===== src/hdl/lbvs_pkg.sv =====
// Shared types, constants and helpers for the vertex skinning core.
`default_nettype none
package lbvs_pkg;

  typedef enum logic {
    OP_SKIN  = 1'b0,
    OP_WRITE = 1'b1
  } op_t;

  localparam int INFLUENCES   = 4;
  localparam int STORED_WORDS = 13;
  localparam int TRANS_WORD   = 9;
  localparam int MARGIN_WORD  = 12;
  localparam int QUEUE_DEPTH  = 4;
  localparam int OUT_DEPTH    = 4;

  typedef struct packed {
    op_t                operation;
    logic signed [31:0] pos_x;
    logic signed [31:0] pos_y;
    logic signed [31:0] pos_z;
    logic        [31:0] influence_bones;
    logic        [15:0] weight_a;
    logic        [15:0] weight_b;
    logic        [15:0] weight_c;
    logic        [15:0] weight_d;
    logic        [11:0] table_word_address;
    logic signed [31:0] table_word_value;
  } item_t;

  typedef struct packed {
    logic signed [31:0] x;
    logic signed [31:0] y;
    logic signed [31:0] z;
    logic signed [31:0] margin;
  } result_t;

  function automatic logic signed [31:0] sat32(input logic signed [63:0] v);
    logic signed [31:0] r;
    if (v > 64'sd2147483647) begin
      r = 32'sh7fffffff;
    end else if (v < -64'sd2147483648) begin
      r = 32'sh80000000;
    end else begin
      r = v[31:0];
    end
    return r;
  endfunction

endpackage
`default_nettype wire


===== src/hdl/lbvs_front.sv =====
// Front stage: accepts transactions, holds the enable register, drops disabled vertices.
`default_nettype none
module lbvs_front
  import lbvs_pkg::*;
(
  input  wire logic  clk,
  input  wire logic  rst_n,
  input  wire logic  cfg_we,
  input  wire logic  cfg_wdata,
  input  wire logic  in_valid,
  output logic       in_ready,
  input  wire item_t in_item,
  output logic       push_valid,
  input  wire logic  push_ready,
  output item_t      push_item
);

  logic  en_r, en_nxt;
  logic  fv_r, fv_nxt;
  item_t item_r;
  logic  accept, keep;

  assign in_ready   = !fv_r || push_ready;
  assign accept     = in_valid && in_ready;
  assign keep       = (in_item.operation == OP_WRITE) || en_r;
  assign push_valid = fv_r;
  assign push_item  = item_r;

  always_comb begin
    en_nxt = cfg_we ? cfg_wdata : en_r;
    if (accept) begin
      fv_nxt = keep;
    end else begin
      fv_nxt = fv_r && !push_ready;
    end
  end

  always_ff @(posedge clk) begin
    if (!rst_n) begin
      en_r <= 1'b1;
      fv_r <= 1'b0;
    end else begin
      en_r <= en_nxt;
      fv_r <= fv_nxt;
    end
  end

  always_ff @(posedge clk) begin
    if (accept) begin
      item_r <= in_item;
    end
  end

endmodule
`default_nettype wire


===== config.mk =====
export PLATFORM = sky130hd
export DESIGN_NAME = lbvs_front
export DESIGN_NICKNAME = d
export VERILOG_FILES = /design/src/hdl/lbvs_pkg.sv /design/src/hdl/lbvs_front.sv
export SDC_FILE = /design/constraint.sdc
export NUM_CORES = 1
export LEC_CHECK = 0
export ABC_AREA = 1
export BUFFER_PORTS_ARGS = -buffer_cell sky130_fd_sc_hd__clkbuf_2
export CAP_MARGIN = 0
export CORE_AREA = 2 2 186 188
export CTS_CLUSTER_SIZE = 12
export DETAILED_ROUTE_END_ITERATION = 8
export DIE_AREA = 0 0 188 190
export HOLD_SLACK_MARGIN = 0.03
export PLACE_DENSITY = 0.45
export SLEW_MARGIN = 20
export SYNTH_ARGS = -nofsm -noshare
export SYNTH_HDL_FRONTEND = slang
export SYNTH_SLANG_ARGS = --single-unit

===== constraint.sdc =====
create_clock -name clk -period 38.7 [get_ports clk]
set_input_delay 1.935 -clock clk [delete_from_list [all_inputs] [get_ports clk]]
set_output_delay 1.935 -clock clk [all_outputs]
set_load 0.01 [all_outputs]

## After elaboration in Yosys (flattened, before gate mapping)

Index checks and enable logic that the tools add are counted.

| cells by class | value |
|---|---|
| reductions and logical operators | 6 |
| multiplexer cells | 1 |

Operator list:

| kind | number |
|---|---|
| logical AND 1 bit | 2 |
| logical NOT 1 bit | 2 |
| logical OR 1 bit | 2 |
| two-way mux 1 bit | 1 |

| word-level totals | value |
|---|---|
| bits of input ports | 243 |
| output and inout bits | 239 |
| register bits after elaboration | 239 |

## Logic depth before layout (Yosys ltp)

| depth | value |
|---|---|
| depth in word-level cells | 4 |
| depth in mapped cells | 3 |
| depth with buffers taken out | 3 |

## Worst setup path after synthesis

No wires, ideal clock.

| timing | value |
|---|---|
| kind | input to register |
| start point | input port in_valid |
| end point | register item_r (netlist bit push_item[0]) (enable) |
| arrival | 13.033 ns |
| library setup time | 0.898 ns |
| buffers on the path | 0 |
| data required time | 37.802 ns |
| path slack | 24.769 ns |
| stages on the path | 1 |
| path through | a21boi_1 |

| on the way | value |
|---|---|
| cells in the longest elaborated chain, start to end | 1 |

Ends and longest elaborated chain:

| element | RTL line | text |
|---|---|---|
| start: declaration | lbvs_front.sv:10 | `input wire logic in_valid,` |
| logical AND 1 bit | lbvs_front.sv:24 | `assign accept = in_valid && in_ready;` |
| end signal: assignment | lbvs_front.sv:50 | `item_r <= in_item;` |
| end: declaration | lbvs_front.sv:20 | `item_t item_r;` |

No other way between the ends.
A chain may end at the register's enable or synchronous reset.

## Worst setup path after layout

| timing | value |
|---|---|
| start point | input port push_ready |
| end point | output port in_ready |

| on the way | value |
|---|---|
| cells in the longest elaborated chain, start to end | 1 |

Ends and longest elaborated chain:

| element | RTL line | text |
|---|---|---|
| start: declaration | lbvs_front.sv:14 | `input wire logic push_ready,` |
| logical OR 1 bit | lbvs_front.sv:23 | `assign in_ready = !fv_r \|\| push_ready;` |
| end: declaration | lbvs_front.sv:11 | `output logic in_ready,` |

No other way between the ends.

==> impl_results.md <==
- Status: finished clean
- Average wire per cell in the routed design: 16.01 um
- Sequential Power Share: 51.9%
- Synth area leader: edfxtp_1
- Switching share of total power: 21.08%
- First-pass DRT Iterations: 4
- Most frequent cells in the layout: clkbuf_2, edfxtp_1, clkbuf_16
- Sequential share of the synthesized area: 99.32%
- Total Die Area: 35720 um^2
- Commonest non-fill, non-tap cell in the layout: clkbuf_2
- Die width: 188 um
- Yosys top cell area share: 98.77%
- PortBufs: 481
- Period utilisation layout: 11.08%
- CP arrival: 2.35 ns
- Cell Area, Synth: 7206 um^2
- Setup-failing EPs final: 0
- Cells after synthesis: 248
- Final Max Tran Viols: 0
- Total power: 593.4 uW
- Critical Setup Path Class: input port to output port
- CP Data Required Time: 36.76 ns
- Top area cells in the synthesized netlist: edfxtp_1, dfxtp_1, a21oi_2
- Share of cells above drive strength 1: 66.71%
- Initial Utilization: 21.23%
- Core Region: 33950 um^2
- Min Tclk post-route: 4.289 ns
- P_sw: 125.1 uW
- Synth Warn #: 0
- Fmax: 0.2332 GHz
- GRT Util Overall: 10.42%
- DRC errors left: 0
- Post-CTS setup buffers: 0
- Clk_skew: 0.006834 ns
- Root buf cell: clkbuf_16
- Placer Congestion: 0.7413
- Worst hold margin: 0.4798 ns
- CTS buffer count: 27
- DR iter-0 viols: 207
- I/O Pins: 482
- WL final: 19820 um
- Post-CTS sizing: 0
- First-pass GRT wire length: 27780 um
- Int Pwr: 468.3 uW
- RSZ-0062 raised after global routing: false
- Clock Path Buffers: 3
- Mean Syn Cell Area: 29.06 um^2
- Initial antenna violation count: 3
- CTS tree: done
- Power Dens Cells: 53.64 nW/um^2
- R2R Path End: push_item[216]
- Slew margin rel.: 29.68%
- Layout area overhead: 53.53%
- Clock sink count: 239
- Cts hold-fix bufs: 0
- Worst-margin pin slew: 1.055 ns
- Row count: 68
- Syn Nets: 491
- Hold Fails Final Rpt: 0
- Hold Path Depth: 2
- Final Instance Area: 11060 um^2
- Worst skew pair latency: 0.53 ns
- Clock-pin slew on the worst setup and hold paths: 0.06 ns
- Startpoint types: input port
- Final-stage net count: 1004
- Number of antenna-violating nets in the routed design: 0
- Clock share of power: 41.0%
- H-tree Lvls: 1
- Via count: 4490
- #FFs+latches synth: 239
- Peak supply drop: 31.25 uV
- Sum of negative setup slack: 0 ns
- Worst R2R Start: push_valid
- Hold wc startpoint: en_r
- Vias per cell: 3.627
- Combinational Power Share: 7.2%
- Overflow after GRT: 0
- Crit end category: output port
- LEAKAGE: 0.004767 uW
- Vias in the first global route: 4689
- Cell Area, Placed: 10220 um^2
- Distinct cell type count of the synthesized netlist: 10
- CP Max Fanout: 2
- R2R depth: 3
- Hold Crit Endpoint: en_r
- Max-Cap Viols: 0
- Worst hold path class: flip-flop to flip-flop
- R2R setup slack: 35.73 ns
- Post-DP HPWL: 15150 um
- Largest net degree at the start of global routing: 83
- Die height: 190 um
-- worst max path at each step --
stage | start | endpoint | slack [ns] | cells past startpoint
final | push_ready | in_ready | 34.41 | 4
after global routing | push_ready | push_item[137] | 34.23 | 5
after CTS | push_ready | in_ready | 34.40 | 4
after detailed placement | push_ready | push_item[216] | 33.84 | 5
after global placement | push_ready | push_item[216] | 33.89 | 5
after floorplan | in_valid | push_item[0] | 24.77 | 1
-- layer usage --
metal / GRT usage [%] / wire length [um] / vias up / part of all wire (%)
met1: 10.52 / 6682 / 2106 / 34
met5: 0 / 12 / - / 0.061
met2: 18.18 / 9922 / 311 / 50
li1: - / - / 2038 / -
met3: 5.534 / 2726 / 33 / 14
met4: 3.907 / 479 / 2 / 2.4
-- power groups by stage --
stage          combinational (uW)  sequential (uW)  clock, uW
2_1_floorplan                4.86              328          0
3_3_place_gp                 43.7              313          0
3_5_place_dp                 43.6              313          0
4_1_cts                      43.7              308        254
5_1_grt                      46.3              309        263
6_report                     42.5              308        243
-- through the flow --
stage | cells | utilization (%) | setup WS [ns]
3_3_place_gp | 1187 | 30.09 | 33.89
6_report | 1238 | 32.59 | 34.41
2_1_floorplan | 248 | - | 24.77
3_5_place_dp | 1187 | 30.09 | 33.84
4_1_cts | 1236 | 32.57 | 34.40
5_1_grt | 1236 | 32.57 | 34.23
-- synthesized netlist by cell type (all sizes together) --
| master | n |
|---|---|
| edfxtp | 237 |
| a21oi | 2 |
| dfxtp | 2 |
| inv | 2 |
| o21ai | 2 |
| a21boi | 1 |
| clkinv | 1 |
| nand2 | 1 |
-- critical path, stage by stage --
cell and delay (ns):
clkbuf_2 0.08, clkinv_1 0.11, nand2_2 0.10, clkbuf_2 0.13
-- area by class of cell --
type,instances,area [um^2]
fillers,3375,22880
flip-flops and latches,239,7157
repair buffers,484,2430
clock buffers,32,694.4
well taps,455,569.3
clock inverters,17,147.6
multi-input cells,6,48.80
inverters,3,11.26
diodes,2,5.005
-- cell families (layout without fill, tap and decap cells) --
kind of cell	after synthesis	in the layout	share of synthesized area [%]
flops	239	239	99.32
compound gates	5	5	0.4340
buf+inv	3	536	0.1563
other cells	0	2	0
simple gates	1	1	0.08688
-- flip-flops by register name, summed over array words and instances, names as in the netlist --
signal	count
en_r	1
push_item	237
push_valid	1
Note: power is estimated with default switching activity, not from simulation.
