File: src/hdl/lbvs_pkg.sv
// Shared types, constants and helpers for the vertex skinning core.
`default_nettype none
package lbvs_pkg;

  typedef enum logic {
    OP_SKIN  = 1'b0,
    OP_WRITE = 1'b1
  } op_t;

  localparam int INFLUENCES   = 4;
  localparam int STORED_WORDS = 13;
  localparam int TRANS_WORD   = 9;
  localparam int MARGIN_WORD  = 12;
  localparam int QUEUE_DEPTH  = 4;
  localparam int OUT_DEPTH    = 4;

  typedef struct packed {
    op_t                operation;
    logic signed [31:0] pos_x;
    logic signed [31:0] pos_y;
    logic signed [31:0] pos_z;
    logic        [31:0] influence_bones;
    logic        [15:0] weight_a;
    logic        [15:0] weight_b;
    logic        [15:0] weight_c;
    logic        [15:0] weight_d;
    logic        [11:0] table_word_address;
    logic signed [31:0] table_word_value;
  } item_t;

  typedef struct packed {
    logic signed [31:0] x;
    logic signed [31:0] y;
    logic signed [31:0] z;
    logic signed [31:0] margin;
  } result_t;

  function automatic logic signed [31:0] sat32(input logic signed [63:0] v);
    logic signed [31:0] r;
    if (v > 64'sd2147483647) begin
      r = 32'sh7fffffff;
    end else if (v < -64'sd2147483648) begin
      r = 32'sh80000000;
    end else begin
      r = v[31:0];
    end
    return r;
  endfunction

endpackage
`default_nettype wire

File: src/hdl/lbvs_queue.sv
// Short queue between the front and back stages.
`default_nettype none
module lbvs_queue
  import lbvs_pkg::*;
(
  input  wire logic  clk,
  input  wire logic  rst_n,
  input  wire logic  push_valid,
  output logic       push_ready,
  input  wire item_t push_item,
  output logic       pop_valid,
  input  wire logic  pop,
  output item_t      pop_item
);

  localparam int PW = $clog2(QUEUE_DEPTH);

  item_t           store [QUEUE_DEPTH];
  logic [PW-1:0]   wp_r, wp_nxt, rp_r, rp_nxt;
  logic [PW:0]     cnt_r, cnt_nxt;
  logic            do_push, do_pop;

  assign push_ready = cnt_r != (PW+1)'(QUEUE_DEPTH);
  assign pop_valid  = cnt_r != '0;
  assign pop_item   = store[rp_r];
  assign do_push    = push_valid && push_ready;
  assign do_pop     = pop && pop_valid;

  always_comb begin
    wp_nxt  = do_push ? wp_r + 1'b1 : wp_r;
    rp_nxt  = do_pop ? rp_r + 1'b1 : rp_r;
    cnt_nxt = cnt_r + (PW+1)'(do_push) - (PW+1)'(do_pop);
  end

  always_ff @(posedge clk) begin
    if (!rst_n) begin
      wp_r  <= '0;
      rp_r  <= '0;
      cnt_r <= '0;
    end else begin
      wp_r  <= wp_nxt;
      rp_r  <= rp_nxt;
      cnt_r <= cnt_nxt;
    end
  end

  always_ff @(posedge clk) begin
    if (do_push) begin
      store[wp_r] <= push_item;
    end
  end

endmodule
`default_nettype wire

File: config.mk
export PLATFORM = sky130hd
export DESIGN_NAME = lbvs_queue
export DESIGN_NICKNAME = d
export VERILOG_FILES = /design/src/hdl/lbvs_pkg.sv /design/src/hdl/lbvs_queue.sv
export SDC_FILE = /design/constraint.sdc
export NUM_CORES = 1
export LEC_CHECK = 0
export ABC_AREA = 1
export BUFFER_PORTS_ARGS = -buffer_cell sky130_fd_sc_hd__buf_2
export CAP_MARGIN = 20
export CORE_UTILIZATION = 39
export CTS_CLUSTER_DIAMETER = 200
export DETAILED_ROUTE_END_ITERATION = 8
export GPL_TIMING_DRIVEN = 0
export PLACE_DENSITY = 0.68
export RECOVER_POWER = 100
export SYNTH_ARGS = -nofsm -noshare
export SYNTH_HDL_FRONTEND = slang
export SYNTH_SLANG_ARGS = --single-unit
File: constraint.sdc
create_clock -name clk -period 15.09 [get_ports clk]
set_clock_uncertainty 0.2 [all_clocks]
set_input_delay 0 -clock clk [delete_from_list [all_inputs] [get_ports clk]]
set_output_delay 0 -clock clk [all_outputs]
set_load 0.1 [all_outputs]
After elaboration in Yosys (flattened, before gate mapping)
Memories as Yosys holds them, arrays and structs flattened. A register that Yosys moved wholly into a read port is not among the register bits.
Cells that the tools add are included.
{"block": "totals", "elab_cells": 16, "inputBits": 241, "mem_bits_rw": 948, "memories": 1, "register_bits": 7, "latch_bits": 0, "rom_bits": 0}
{"memory": "store", "depth": 4, "word_bits": 237, "read_ports": 1, "rd_ports_with_merged_regs": 1, "write_ports": 1, "line_no": "lbvs_queue.sv:18", "text": "item_t store [QUEUE_DEPTH];"}
{"block": "op_classes", "eq_ne": 1, "n_div": 0, "n_reduce_logical": 3, "n_mux": 4, "bitwise_logic": 0, "n_mul": 0, "magnitude_cmp": 0, "shift": 0, "addsub": 4}
{"cell": "adder 2 x 1 -> 2 bit (second input constant)", "n": 2}
{"cell": "two-way mux 2 bit", "n": 2}
{"cell": "adder 3 x 1 -> 3 bit", "n": 1}
{"cell": "inequality test 3 bit (second input constant)", "n": 1}
{"cell": "nonzero test 3 bit", "n": 1}
{"cell": "subtractor 3 x 1 -> 3 bit", "n": 1}
{"cell": "logical AND 1 bit", "n": 2}
{"cell": "two-way mux 1 bit", "n": 2}

Depth between registers and ports, before layout
Gate-level depths: netlist of run 1.
{"block": "logic_depth", "word_depth": 4, "depth_mapped": 10, "depth_no_buf": 10}

Worst setup path after synthesis of run 1
No wires, ideal clock.
{"block": "synth_timing", "path_type": "register to register", "startpoint": "register cnt_r[1]", "endpoint": "memory store[0][0] in the netlist's numbering (enable)", "path_stages_with_launch": 5, "period_less_slack_ns": 12.408, "slack_ns": 2.682, "path_buffers": 0, "setup_time_ns": 0.840, "arrival_ns": 11.368, "cell_sequence": "dfxtp_1 > nor2_1 > nand2_1 > nand2_1 > nor2_1"}
{"block": "synth_between", "elab_chain_cells": 4}
{"item": "start, declared", "line_no": "lbvs_queue.sv:20", "text": "logic [PW:0] cnt_r, cnt_nxt;"}
{"item": "start signal, assigned", "line_no": "lbvs_queue.sv:43", "text": "cnt_r <= cnt_nxt;"}
{"item": "inequality test 3 bit", "line_no": "lbvs_queue.sv:23", "text": "assign push_ready = cnt_r != (PW+1)'(QUEUE_DEPTH);"}
{"item": "net push_ready", "line_no": "lbvs_queue.sv:9", "text": "output logic push_ready,"}
{"item": "logical AND 1 bit", "line_no": "lbvs_queue.sv:26", "text": "assign do_push = push_valid && push_ready;"}
{"item": "two-way mux 1 bit", "line_no": "lbvs_queue.sv:48", "text": "if (do_push) begin"}
{"item": "two-way mux 1 bit (not written as such)", "line_no": "lbvs_queue.sv:49", "text": "store[wp_r] <= push_item;"}
{"item": "end, declared", "line_no": "lbvs_queue.sv:18"}
The timed path passes the listed nets, and every way through them passes these cells.

Worst setup path in the final report of run 1
{"block": "layout_timing", "startpoint": "register cnt_r[1]", "endpoint": "memory store[0][94] in the netlist's numbering (enable)"}
{"block": "layout_between", "elab_chain_cells": 4}
{"item": "inequality test 3 bit", "line_no": "lbvs_queue.sv:23"}
{"item": "logical AND 1 bit", "line_no": "lbvs_queue.sv:26"}
{"item": "two-way mux 1 bit", "line_no": "lbvs_queue.sv:48"}
{"item": "two-way mux 1 bit (not written as such)", "line_no": "lbvs_queue.sv:49"}
Every way passes these cells.

==> run metrics, run 1 <==
RSZ-0062 raised after global routing false; share of layout cells above drive strength 1 0.134; Setup crit start kind register; Max VDD drop 0.188 mV; Chip Width 303 µm; Sw Ratio 0.455; status finished with violations; Iter 0 DRT Violations 1,883; syn_area_per_cell 15.0 µm²; Yosys cell types 19; PwrDens 201 nW/µm²; Hold Buf Count CTS 481; die area 92,000 µm²; # port buffers 479; Max Cap Violations 26; clock tree buffer depth 3; worst rel slew slack -0.428; Worst Path Max Fanout 27; initial antenna violation count 12; # rows 110; Synth top area share 0.804; CTS Sinks 957; Top FF cell, synth edfxtp_1; final worst-path cycle share 0.552; Max Freq 120 MHz; synthesis-stage register bit count 957; P_int 5.17 mW; Buffers & Inverters on Critical Path 4; RePlAce Congestion 0.776; post-DR wirelength/cell 21.3 µm; WHS 0.176 ns; I/O pin count 480; YS warnings 0; CP top delay family buffers and inverters; combinational share of power 0.397; GRT Overall Usage 0.212; effective utilization at floorplan 0.393; TritonCTS clock tree built; Tot Pwr 9.49 mW; synth top area cells edfxtp_1 (80%), o21ai_0 (5.7%), nor2_1 (5.2%); post-CTS sizing 0; Congestion Overflow GR 0; global-route wire length before repair 145,000 µm; Final ANT Viol Nets 0; largest net degree at the start of global routing 30; crit end category register; post-layout minimum cycle time 8.33 ns; Synth Cell Area 35,400 µm²; cell count after synthesis 2,357; Num CTS Buffers 96; Worst-path clk slew 0.06 ns; Syn-to-layout area delta 33.2%; Synth area leader edfxtp_1; number of global-route vias before repair 24,400; Leakage Power 16.1 nW; final WL 100,000 µm; Worst-Margin Slew 2.13 ns; worst path cell trace nor2_1 > nand2_1 > nand2_1 > nor2_1 > clkbuf_1 > clkbuf_1 > clkbuf_1 > clkbuf_1; register share of total power 0.348; Final Setup Violations 0; Worst path slowest cell nor2_1; Crit path top cell by count clkbuf_1; dpl hpwl 61,400 µm; FILL cells 7,377; async set-reset flop share out of synthesis 0; H-tree depth 3; sequential-to-total area share from yosys stat 0.809; slowest stage delay, CP 1.60 ns; number of synthesized flops with an enable pin 948; CP required 15.15 ns; Core Area 90,000 µm²; setup bufs post-CTS 0; critical path class reg -> reg; Arrival @ worst endpoint 8.40 ns; worst skew pair latency 0.66 ns; Net count, final 3,704; failing checks capacitance limit, slew limit; post-layout util 0.524; Vias/cell 5.15; chip height 303 µm; via count 24,300; commonest non-fill, non-tap cells in the layout edfxtp_1 (948), nor2_1 (486), dlygate4sd3_1 (481), o21ai_0 (406), clkbuf_1 (369); net switching power 4.31 mW; leading cell type in the layout, fill and taps excluded edfxtp_1; Root Buffer clkbuf_16; final instance area 47,200 µm²; DRT Pass-1 Iters 8; residual DRC count 0; Hold WC Path Type in -> reg; synthesized net count 2,605; post-placement cell area 40,200 µm²; Clk pwr share 0.255; final hold violations 0; Slew Limit Fails 637
## layer usage
metal  part of all wire  GRT usage  routed length [µm]  vias up
met2               0.49      0.359               49600      975
li1                   -          -                   -    11200
met4              0.033     0.0829                3330       16
met3              0.090     0.0622                9030      216
met1               0.38      0.255               38200    11900
met5             0.0010          0                 103        -
## flip-flops by register name (all words and copies together), names as in the netlist, named ones only
| signal | flops |
|---|---|
| wp_r | 2 |
| store | 948 |
| rp_r | 2 |
| cnt_r | 3 |
## worst paths after layout
kind / depth (start not counted) / from / endpoint / slack, ns
setup reg to reg: 8 / cnt_r[1]$_SDFF_PN0_ / store[0][94]$_DFFE_PP_ / 6.76
setup / recovery: 8 / cnt_r[1]$_SDFF_PN0_ / store[0][94]$_DFFE_PP_ / 6.76
hold / removal: 7 / pop / rp_r[0]$_SDFFE_PN0P_ / 0.18
hold reg to reg: 2 / rp_r[0]$_SDFFE_PN0P_ / rp_r[0]$_SDFFE_PN0P_ / 0.29
## worst register-to-register path, delay by kind of cell, from the launching register on
kind,cells,cell delay (ns)
buffers and inverters,4,5.25
AND/OR/NAND/NOR,4,2.05
flip-flops,1,0.40
## through the flow
step / setup slack (ns) / setup TNS, ns / std cells
floorplan: 2.68 / 0 / 2357
global placement: -5.05 / -4510.82 / 4012
detailed placement: 11.77 / 0 / 4053
CTS: 11.45 / 0 / 4712
global route: 6.07 / 0 / 4716
finish: 6.76 / 0 / 4717
## Yosys cell counts (3+ instances only)
cell,count
ha_1,6
buf_6,14
buf_4,12
edfxtp_1,948
o22ai_1,237
buf_2,55
o21ai_0,406
a21oi_1,4
nand3_1,3
o21ai_1,69
clkbuf_2,4
nor2_1,486
clkbuf_1,72
nand2_1,13
inv_1,15
dfxtp_1,9
## final cells by class
type	count	area [µm²]	area share
Timing Repair Buffer	1001	7070	0.150
Multi-Input combinational cell	1227	5880	0.125
Inverter	16	62.6	0.00133
Antenna cell	5	12.5	0.000265
Clock buffer	112	2460	0.0522
Clock inverter	66	743	0.0158
Sequential cell	957	28600	0.608
Buffer	157	811	0.0172
Tap cell	1176	1470	0.0312
## logic make-up (layout without fill, tap and decap cells)
kind of cell	Yosys count	after routing	synth area share
flops	957	957	0.809
compound gates	718	718	0.110
simple gates	502	502	0.0533
buf+inv	173	1352	0.0247
fa+ha+maj	7	7	0.00269
other cells	0	5	0
## power by group through the flow
stage          clock network (mW)  logic [mW]  registers (mW)
5_1_grt                      2.55        3.93            3.32
2_1_floorplan                   0        2.89            3.45
3_5_place_dp                    0        3.81            3.34
6_report                     2.42        3.77            3.30
4_1_cts                      2.45        3.92            3.28
3_3_place_gp                    0        3.71            3.56
Power figures use the tool's default switching activity.
==> run 2: changes to the inputs <==
- ABC_AREA: 1 -> 0
- clock period: 15.09 -> 8.35 ns (I/O delays scaled with it)
==> run 2 against run 1 <==
Net effect: the run ends with DRC, capacitance limit, slew limit left; count of clock-buffer cells in the layout increased by 1; worst setup slack got worse by 3.3 ns; cell count decreased by 24%; synthesized cell count decreased by 45%; utilization increased by 0.52 points; sequential power increased by 80%; worst hold slack got worse by 0.11 ns; first-iteration DRC count decreased by 31%; synthesized area decreased by 1.3%; sequential share of layout area increased by 0.43 points; critical path depth decreased by 3; die area decreased by 1.3%; critical endpoint is now store[0][201]$_DFFE_PP_; largest power group unchanged; highest routed layer unchanged.
==> run metrics, run 2 <==
syn_area_per_cell 27.2 µm² (was 15.0 µm²); CP Depth 5 (was 8); Leakage Power 15.4 nW (was 16.1 nW); DR top layer met5 (unchanged); worst r2r dst store[0][201]$_DFFE_PP_ (was store[0][94]$_DFFE_PP_); cell count after synthesis 1,286 (was 2,357); final instance area 46,800 µm² (was 47,200 µm²); post-DR wirelength/cell 21.5 µm (was 21.3 µm); YS warnings 0 (unchanged); Yosys cell types 21 (was 19); Sw Ratio 0.417 (was 0.455); Largest regs store: 948 flops, cnt_r: 3 flops (unchanged); Final WS setup 3.46 ns (was 6.76 ns); worst slack, placed 5.26 ns (was 11.77 ns); cells on worst reg2reg path 5 (was 8); final worst-path cycle share 0.586 (was 0.552); status finished with violations (unchanged); Placed Instances 2,946 (was 4,053); Net count, final 2,604 (was 3,704); global-route wire length before repair 114,000 µm (was 145,000 µm); R2R Setup Slk 3.46 ns (was 6.76 ns); WL met3 5820 µm (was 9030 µm); synth top area cells edfxtp_1 (82%), mux4_2 (15%), buf_12 (1.4%) (was edfxtp_1 (80%), o21ai_0 (5.7%), nor2_1 (5.2%)); Syn-to-layout area delta 34.1% (was 33.2%); # rows 109 (was 110); Endpoint, Worst Hold store[3][32]$_DFFE_PP_ (was rp_r[0]$_SDFFE_PN0P_); CP required 8.48 ns (was 15.15 ns); Num CTS Buffers 96 (unchanged); Worst-path clk slew 0.06 ns (about the same); Slew Limit Fails 123 (was 637); crit end category register (unchanged); Max Freq 205 MHz (was 120 MHz); Synth area leader edfxtp_1 (unchanged); Core Area 88,500 µm² (was 90,000 µm²); commonest non-fill, non-tap cells in the layout edfxtp_1 (948), dlygate4sd3_1 (477), clkbuf_1 (264), buf_2 (255), mux4_2 (237) (was edfxtp_1 (948), nor2_1 (486), dlygate4sd3_1 (481), o21ai_0 (406), clkbuf_1 (369)); GRT Overall Usage 0.170 (was 0.212); post-placement cell area 39,200 µm² (was 40,200 µm²); RSZ-0062 raised after global routing false (unchanged); DRT Pass-1 Iters 7 (was 8); fin cells 3,598 (was 4,717); Root Buffer clkbuf_16 (unchanged); chip height 301 µm (was 303 µm); hold depth 2 (was 7); I/O pin count 480 (unchanged); Synth top area share 0.815 (was 0.804); Arrival @ worst endpoint 5.02 ns (was 8.40 ns); worst skew pair latency 0.66 ns (about the same); synthesized net count 1,534 (was 2,605); sequential-to-total area share from yosys stat 0.820 (was 0.809); worst rel slew slack -1.11 (was -0.428); most instantiated library cell after synthesis edfxtp_1 (unchanged); Worst R2R Start cnt_r[1]$_SDFF_PN0_ (unchanged); leading cell type in the layout, fill and taps excluded edfxtp_1 (unchanged); H-tree depth 3 (unchanged); # port buffers 478 (was 479); Iter 0 DRT Violations 1,301 (was 1,883); residual DRC count 54 (was 0); Final ANT Viol Nets 0 (unchanged); clock tree buffer depth 3 (unchanged); Vias/cell 4.89 (was 5.15); register share of total power 0.354 (was 0.348); via count 17,600 (was 24,300); Worst path slowest cell and2_0 (was nor2_1); die area 90,800 µm² (was 92,000 µm²); Worst-Margin Slew 3.17 ns (was 2.13 ns); synthesis-stage register bit count 957 (unchanged); RePlAce Congestion 0.721 (was 0.776); slowest stage delay, CP 2.37 ns (was 1.60 ns); failing checks DRC, capacitance limit, slew limit (was capacitance limit, slew limit); final hold violations 0 (unchanged); Max VDD drop 0.295 mV (was 0.188 mV); Synth Cell Area 34,900 µm² (was 35,400 µm²); Top FF cell, synth edfxtp_1 (unchanged); PwrDens 357 nW/µm² (was 201 nW/µm²); largest net degree at the start of global routing 59 (was 30); commonest cells in the netlist edfxtp_1 (948), mux4_2 (237), buf_12 (25) (was edfxtp_1 (948), nor2_1 (486), o21ai_0 (406)); CTS Sinks 957 (unchanged); Metal-1 WL 28,900 µm (was 38,200 µm); Crit path top cell by count buf_16 (was clkbuf_1); CP top delay family simple AND/OR/NAND/NOR gates (was buffers and inverters); dpl hpwl 46,000 µm (was 61,400 µm); max reg flops 948 (unchanged); effective utilization at floorplan 0.395 (was 0.393); Largest Register store (unchanged); final WL 77,200 µm (was 100,000 µm); Max Cap Violations 4 (was 26); Tot Pwr 16.7 mW (was 9.49 mW); post-layout minimum cycle time 4.89 ns (was 8.33 ns); P_int 9.74 mW (was 5.17 mW); Final Setup Violations 0 (unchanged); async set-reset flop share out of synthesis 0 (unchanged); met2 WL 40,400 µm (was 49,600 µm); Worst Path Max Fanout 56 (was 27); Chip Width 301 µm (was 303 µm); Hold WC Path Type in -> reg (unchanged); share of layout cells above drive strength 1 0.278 (was 0.134); TNS Setup 0 ns (unchanged); Congestion Overflow GR 0 (unchanged); number of global-route vias before repair 18,900 (was 24,400); net switching power 6.98 mW (was 4.31 mW); setup bufs post-CTS 0 (unchanged); TritonCTS clock tree built (unchanged); Clk pwr share 0.254 (was 0.255); Buffers & Inverters on Critical Path 2 (was 4); number of synthesized flops with an enable pin 948 (unchanged); origin of the worst min-delay path push_item[32] (was pop); Setup crit start kind register (unchanged); combinational share of power 0.391 (was 0.397); critical path class reg -> reg (unchanged); worst path cell trace nor2_1 > a21boi_0 > and2_0 > buf_16 > buf_16 (was nor2_1 > nand2_1 > nand2_1 > nor2_1 > clkbuf_1 > clkbuf_1 > clkbuf_1 > clkbuf_1); initial antenna violation count 6 (was 12)
==> run 2: cell types whose count changed in the layout (fill, tap and decap cells not counted), moves of 10 or more <==
cell / previous run / this run
buf_4: 12 / 0
o21ai_0: 406 / 0
nor2_1: 486 / 1
buf_16: 0 / 16
buf_2: 292 / 255
buf_6: 14 / 1
inv_1: 15 / 5
clkbuf_1: 369 / 264
o21ai_1: 69 / 0
mux4_2: 0 / 237
o22ai_1: 237 / 0
buf_12: 0 / 25
==> run 2: power groups by stage <==
stage,sequential [mW],combinational [mW],clock [mW]
floorplan,6.11,5.40,0
global placement,6.23,6.43,0
detailed placement,6.02,6.54,0
CTS,5.92,6.73,4.35
global route,5.96,6.77,4.54
finish,5.93,6.54,4.25
==> run 2: kinds of logic after synthesis <==
group / count (synthesis) / synth area share
buffers and inverters: 59 / 0.0194
flip-flops: 957 / 0.820
adder cells (fa/ha/maj): 7 / 0.00272
multiplexers: 239 / 0.153
AND/OR/NAND/NOR: 17 / 0.00262
XOR/XNOR: 4 / 0.00100
AO/OA/AOI/OAI: 3 / 0.000717
==> run 2: repair_timing <==
action	4_1_cts	5_1_grt
resized for setup	0	0
endpoints found under the hold margin	960	0
hold buffers	477	0
==> run 2: how the worst max path moves through the flow <==
stage	startpoint	end	slack (ns)
2_1_floorplan	cnt_r[1]$_SDFF_PN0_	store[0][0]$_DFFE_PP_	1.22
3_3_place_gp	cnt_r[1]$_SDFF_PN0_	store[1][96]$_DFFE_PP_	-3.30
3_5_place_dp	cnt_r[1]$_SDFF_PN0_	store[0][145]$_DFFE_PP_	5.26
4_1_cts	register	pop_item[163]	4.85
5_1_grt	cnt_r[1]$_SDFF_PN0_	store[0][200]$_DFFE_PP_	3.10
6_report	cnt_r[1]$_SDFF_PN0_	store[0][201]$_DFFE_PP_	3.46
==> run 2: per-stage QoR <==
step	hold WS (ns)	util
finish	0.0691	0.529
global route	0.122	0.529
CTS	0.00368	0.533
detailed placement	0.0145	0.443
global placement	0.00797	0.438
floorplan	-0.101	-
==> run 2: worst reg2reg max path, cell delays in order, from the launching register on <==
cell and delay (ns):
dfxtp_1 0.46, nor2_1 0.10, a21boi_0 0.66, and2_0 2.37, buf_16 0.31, buf_16 0.37
==> run 2: final cells by class <==
class	count	area [µm²]
clock inverter	59	631
inverter	5	18.8
clock buffer	113	2490
fill	6802	41700
tap	1165	1460
multi-input combinational	270	5600
sequential	957	28600
buffer	54	642
antenna	3	7.51
timing repair buffer	972	7330
==> run 2: layer usage <==
layer	track usage	vias up
met5	0	-
met4	0.0610	6
met3	0.0476	134
met2	0.296	575
met1	0.199	9092
li1	-	7789
